<file path="config.mk">
export PLATFORM = sky130hd
export DESIGN_NAME = dgsp_ram
export DESIGN_NICKNAME = d
export VERILOG_FILES = /design/src/design/dgsp_ram.sv
export SDC_FILE = /design/constraint.sdc
export NUM_CORES = 2
export LEC_CHECK = 0
export BUFFER_PORTS_ARGS = -buffer_cell sky130_fd_sc_hd__buf_2
export CAP_MARGIN = 20
export CORE_MARGIN = 1
export CORE_UTILIZATION = 37
export DETAILED_ROUTE_END_ITERATION = 10
export PLACE_DENSITY = 0.53
export SYNTH_ARGS = -nofsm -noshare
export SYNTH_HDL_FRONTEND = slang
export SYNTH_SLANG_ARGS = --single-unit
</file>
<file path="constraint.sdc">
create_clock -name clk -period 2.6 [get_ports clk]
set_input_delay 0.39 -clock clk [delete_from_list [all_inputs] [get_ports clk]]
set_output_delay 0.39 -clock clk [all_outputs]
set_load 0.005 [all_outputs]
</file>
<file path="src/design/dgsp_ram.sv">
// ----------------------------------------------------------------------------
// dgsp_ram
// Generic single-write, single-read RAM with registered read data.
// ----------------------------------------------------------------------------
module dgsp_ram #(
  parameter int WIDTH = 8,
  parameter int DEPTH = 256
) (
  input  logic                     clk,
  input  logic                     wr_en,
  input  logic [$clog2(DEPTH)-1:0] wr_addr,
  input  logic [WIDTH-1:0]         wr_data,
  input  logic [$clog2(DEPTH)-1:0] rd_addr,
  output logic [WIDTH-1:0]         rd_data
);

  logic [WIDTH-1:0] mem [DEPTH];

  always_ff @(posedge clk) begin
    if (wr_en) begin
      mem[wr_addr] <= wr_data;
    end
    rd_data <= mem[rd_addr];
  end

endmodule

</file>
==> results.json <==
{
  "power_switching_share_pct": 21.74,
  "critical_path.max_fanout": 1,
  "cell_int_power_mw": 55.28,
  "ys_types": 55,
  "drt-vias-per-instance": 5.402,
  "leakage_nw": 30.71,
  "least_margin_pin_slew_ns": 1.020,
  "fin_hold_viols": 0,
  "finalWorstPathRequiredPeriod_ns": 2.536,
  "power.share.clock_pct": 42.7,
  "chipHeight_um": 465.7,
  "clockBufferDepth": 3,
  "first_global_vias": 41060,
  "synth_cells": 3733,
  "cts_root_buf": "sky130_fd_sc_hd__clkbuf_16",
  "route.final.wire_length_um": 211100,
  "first_iter_violations": 4351,
  "synth_edf_count": 2048,
  "asr_flop_ratio_synth_pct": 0,
  "drt-pass1-iter-count": 5,
  "combPwrFrac_pct": 5.5,
  "fp.coreArea_sq_um": 212900,
  "cts_sinks": 2056,
  "netlist_area_sq_um": 79560,
  "power_switching_mw": 15.35,
  "floorplan.io_pins": 34,
  "max_cap_violations": 0,
  "timing.setup.tns_ns": 0,
  "yosys_most_used_dff": "sky130_fd_sc_hd__edfxtp_1",
  "dp_slack_ns": -0.9205,
  "vias": 40240,
  "number_of_antenna_violating_nets_in_the_routed_design": 0,
  "setup_viol_count_final": 0,
  "io_buffers": 33,
  "share_seq_of_total_power_pct": 51.8,
  "grt_first_pass_wirelength_um": 302600,
  "yosys_register_bits": 2056,
  "tritoncts": "yes",
  "crit_path_end_kind": "register",
  "grt_antenna_before_repair": 12,
  "routability_congestion_estimate_from_global_placement": 0.8413,
  "setup_repair_after_global_routing_missed_its_margin": "no",
  "layout.cells.most_common_list": "sky130_fd_sc_hd__edfxtp_1, sky130_fd_sc_hd__buf_4, sky130_fd_sc_hd__mux4_2",
  "postSynthAreaPerCell_sq_um": 21.31,
  "maxSlewHeadroom_pct": 31.98,
  "min_path_type": "primary input to register",
  "cts_made_buffers": 210,
  "h-tree-depth": 4,
  "cts.reportedPaths.clkPinSlew_ns": 0.06,
  "flow.area_growth_from_synthesis_pct": 19.76,
  "drc": 0,
  "num-nets-final": 4480,
  "dp_hpwl_um": 138400,
  "total_global_routing_track_utilization_pct": 19.44,
  "grt_remaining_overflow": 0,
  "p_total_mw": 70.63,
  "cell_area_after_placement_sq_um": 88240,
  "critical_path_arrival_ns": 3.25,
  "worst_skew_pair.late_latency_ns": 0.87,
  "final_max_slew_viol_count": 0,
  "initial_core_util_pct": 37.36,
  "die_area_sq_um": 216900,
  "critical_path_rt_ns": 3.31,
  "r2r_slack_ns": 0.06,
  "synth_nets": 3759,
  "placementRows": 169,
  "worstSetupPathType": "register to register",
  "outcome": "completed",
  "peakVddDrop_v": 0.0006702,
  "power.density_nw_per_um2": 741.3,
  "finalCritPeriodShare_pct": 97.52,
  "grt_max_degree": 94,
  "design_area_sq_um": 95280,
  "wl_per_cell_um": 28.34,
  "hold_slack_final_ns": 0.05035,
  "n_fill_cell": 17970,
  "num_antenna_cells": 0,
  "yosysWarnings": 0,
  "seq_area_frac_synth_pct": 77.50,
  "post_route_clock_skew_ns": 0.04584,
  "start_kind": "register",
  "most_frequent_standard_cell_in_the_layout_excluding_fill_and_tap_cells": "sky130_fd_sc_hd__edfxtp_1",
  "die_w_um": 465.7,
  "final_critical_path_setup_slack_ns": 0.06442,
  "post_route_cells_drive_above_1_share_pct": 32.54,
  "max_clock_freq_mhz": 394.4
}
-- state kept, by name, summed over array words and instances, names as in the netlist --
register / cells
mem: 2048
rd_data: 8
-- per-stage QoR --
stage                     util (%)  cells
after global placement       41.44   7056
after global routing         44.75   7449
after CTS                    44.74   7449
final                        44.75   7449
after floorplan                  -   3733
after detailed placement     41.44   7056
-- synth_stat cells, types with 21 or more instances --
master,n,share of area [%]
sky130_fd_sc_hd__buf_2,31,0.20
sky130_fd_sc_hd__buf_6,21,0.30
sky130_fd_sc_hd__buf_1,22,0.10
sky130_fd_sc_hd__buf_4,27,0.25
sky130_fd_sc_hd__mux2i_1,134,1.7
sky130_fd_sc_hd__o221ai_1,46,0.51
sky130_fd_sc_hd__nand2_1,33,0.16
sky130_fd_sc_hd__a21oi_1,96,0.60
sky130_fd_sc_hd__clkbuf_1,111,0.52
sky130_fd_sc_hd__o22ai_1,28,0.22
sky130_fd_sc_hd__nand3_1,34,0.21
sky130_fd_sc_hd__nor3_1,22,0.14
sky130_fd_sc_hd__nor2_1,282,1.3
sky130_fd_sc_hd__nor4_1,24,0.19
sky130_fd_sc_hd__edfxtp_1,2048,77
sky130_fd_sc_hd__nor2b_1,31,0.24
sky130_fd_sc_hd__a22oi_1,133,1.3
sky130_fd_sc_hd__mux4_2,454,13
-- worst paths after layout --
| path | start | to | cells after the start |
|---|---|---|---|
| worst max-delay path | mem[243][0] | rd_data[0] | 6 |
| worst min-delay path | wr_data[6] | mem[230][6] | 1 |
| worst max register to register | mem[243][0] | rd_data[0] | 6 |
| worst min register to register | mem[40][3] | rd_data[3] | 7 |
-- routing by layer --
layer | share of wire (%) | GRT usage [%] | routed length (um) | up-vias
li1 | - | - | - | 17150
met5 | 0.0062 | 0 | 13 | -
met4 | 1.8 | 4.135 | 3765 | 2
met3 | 5.7 | 2.728 | 12000 | 254
met1 | 43 | 27.41 | 91440 | 21550
met2 | 49 | 32.17 | 103900 | 1277
-- cell type report --
type	instances	area (sq um)	share of cell area [%]
Clock buffer	275	5559	5.835
Clock inverter	111	1379	1.447
Inverter	2	7.507	0.007879
Multi-Input combinational cell	1442	16540	17.36
Sequential cell	2056	61660	64.72
Tap cell	2821	3530	3.705
Timing Repair Buffer	742	6599	6.926
-- logic make-up after synthesis --
group,Yosys count,synth area share (%)
simple gates,466,2.628
mux,591,14.62
buf+inv,235,1.831
flops,2056,77.50
compound gates,385,3.419
-- critical path, cell delays in order (launching register included) --
cell	delay, ns
sky130_fd_sc_hd__edfxtp_1	0.35
sky130_fd_sc_hd__mux4_2	0.48
sky130_fd_sc_hd__a22oi_1	0.38
sky130_fd_sc_hd__a21oi_1	0.27
sky130_fd_sc_hd__nor4_1	0.62
sky130_fd_sc_hd__buf_4	0.23
sky130_fd_sc_hd__nor4_2	0.04
-- repair_timing --
action / CTS / global route
setup endpoints to repair: 4 / 1
hold endpoints to repair: 204 / 0
resized for setup: 4 / 1
buffers inserted: 0 / 0
hold buffers: 7 / 0
-- power by group through the flow --
stage | Combinational [mW] | Sequential (mW) | Clock (mW)
6_report | 3.86 | 36.6 | 30.2
5_1_grt | 4.08 | 36.6 | 32.0
4_1_cts | 3.93 | 36.6 | 30.8
3_5_place_dp | 3.91 | 37.3 | 0
3_3_place_gp | 3.88 | 37.3 | 0
2_1_floorplan | 1.77 | 37.3 | 0
Note: power is estimated with default switching activity, not from simulation.
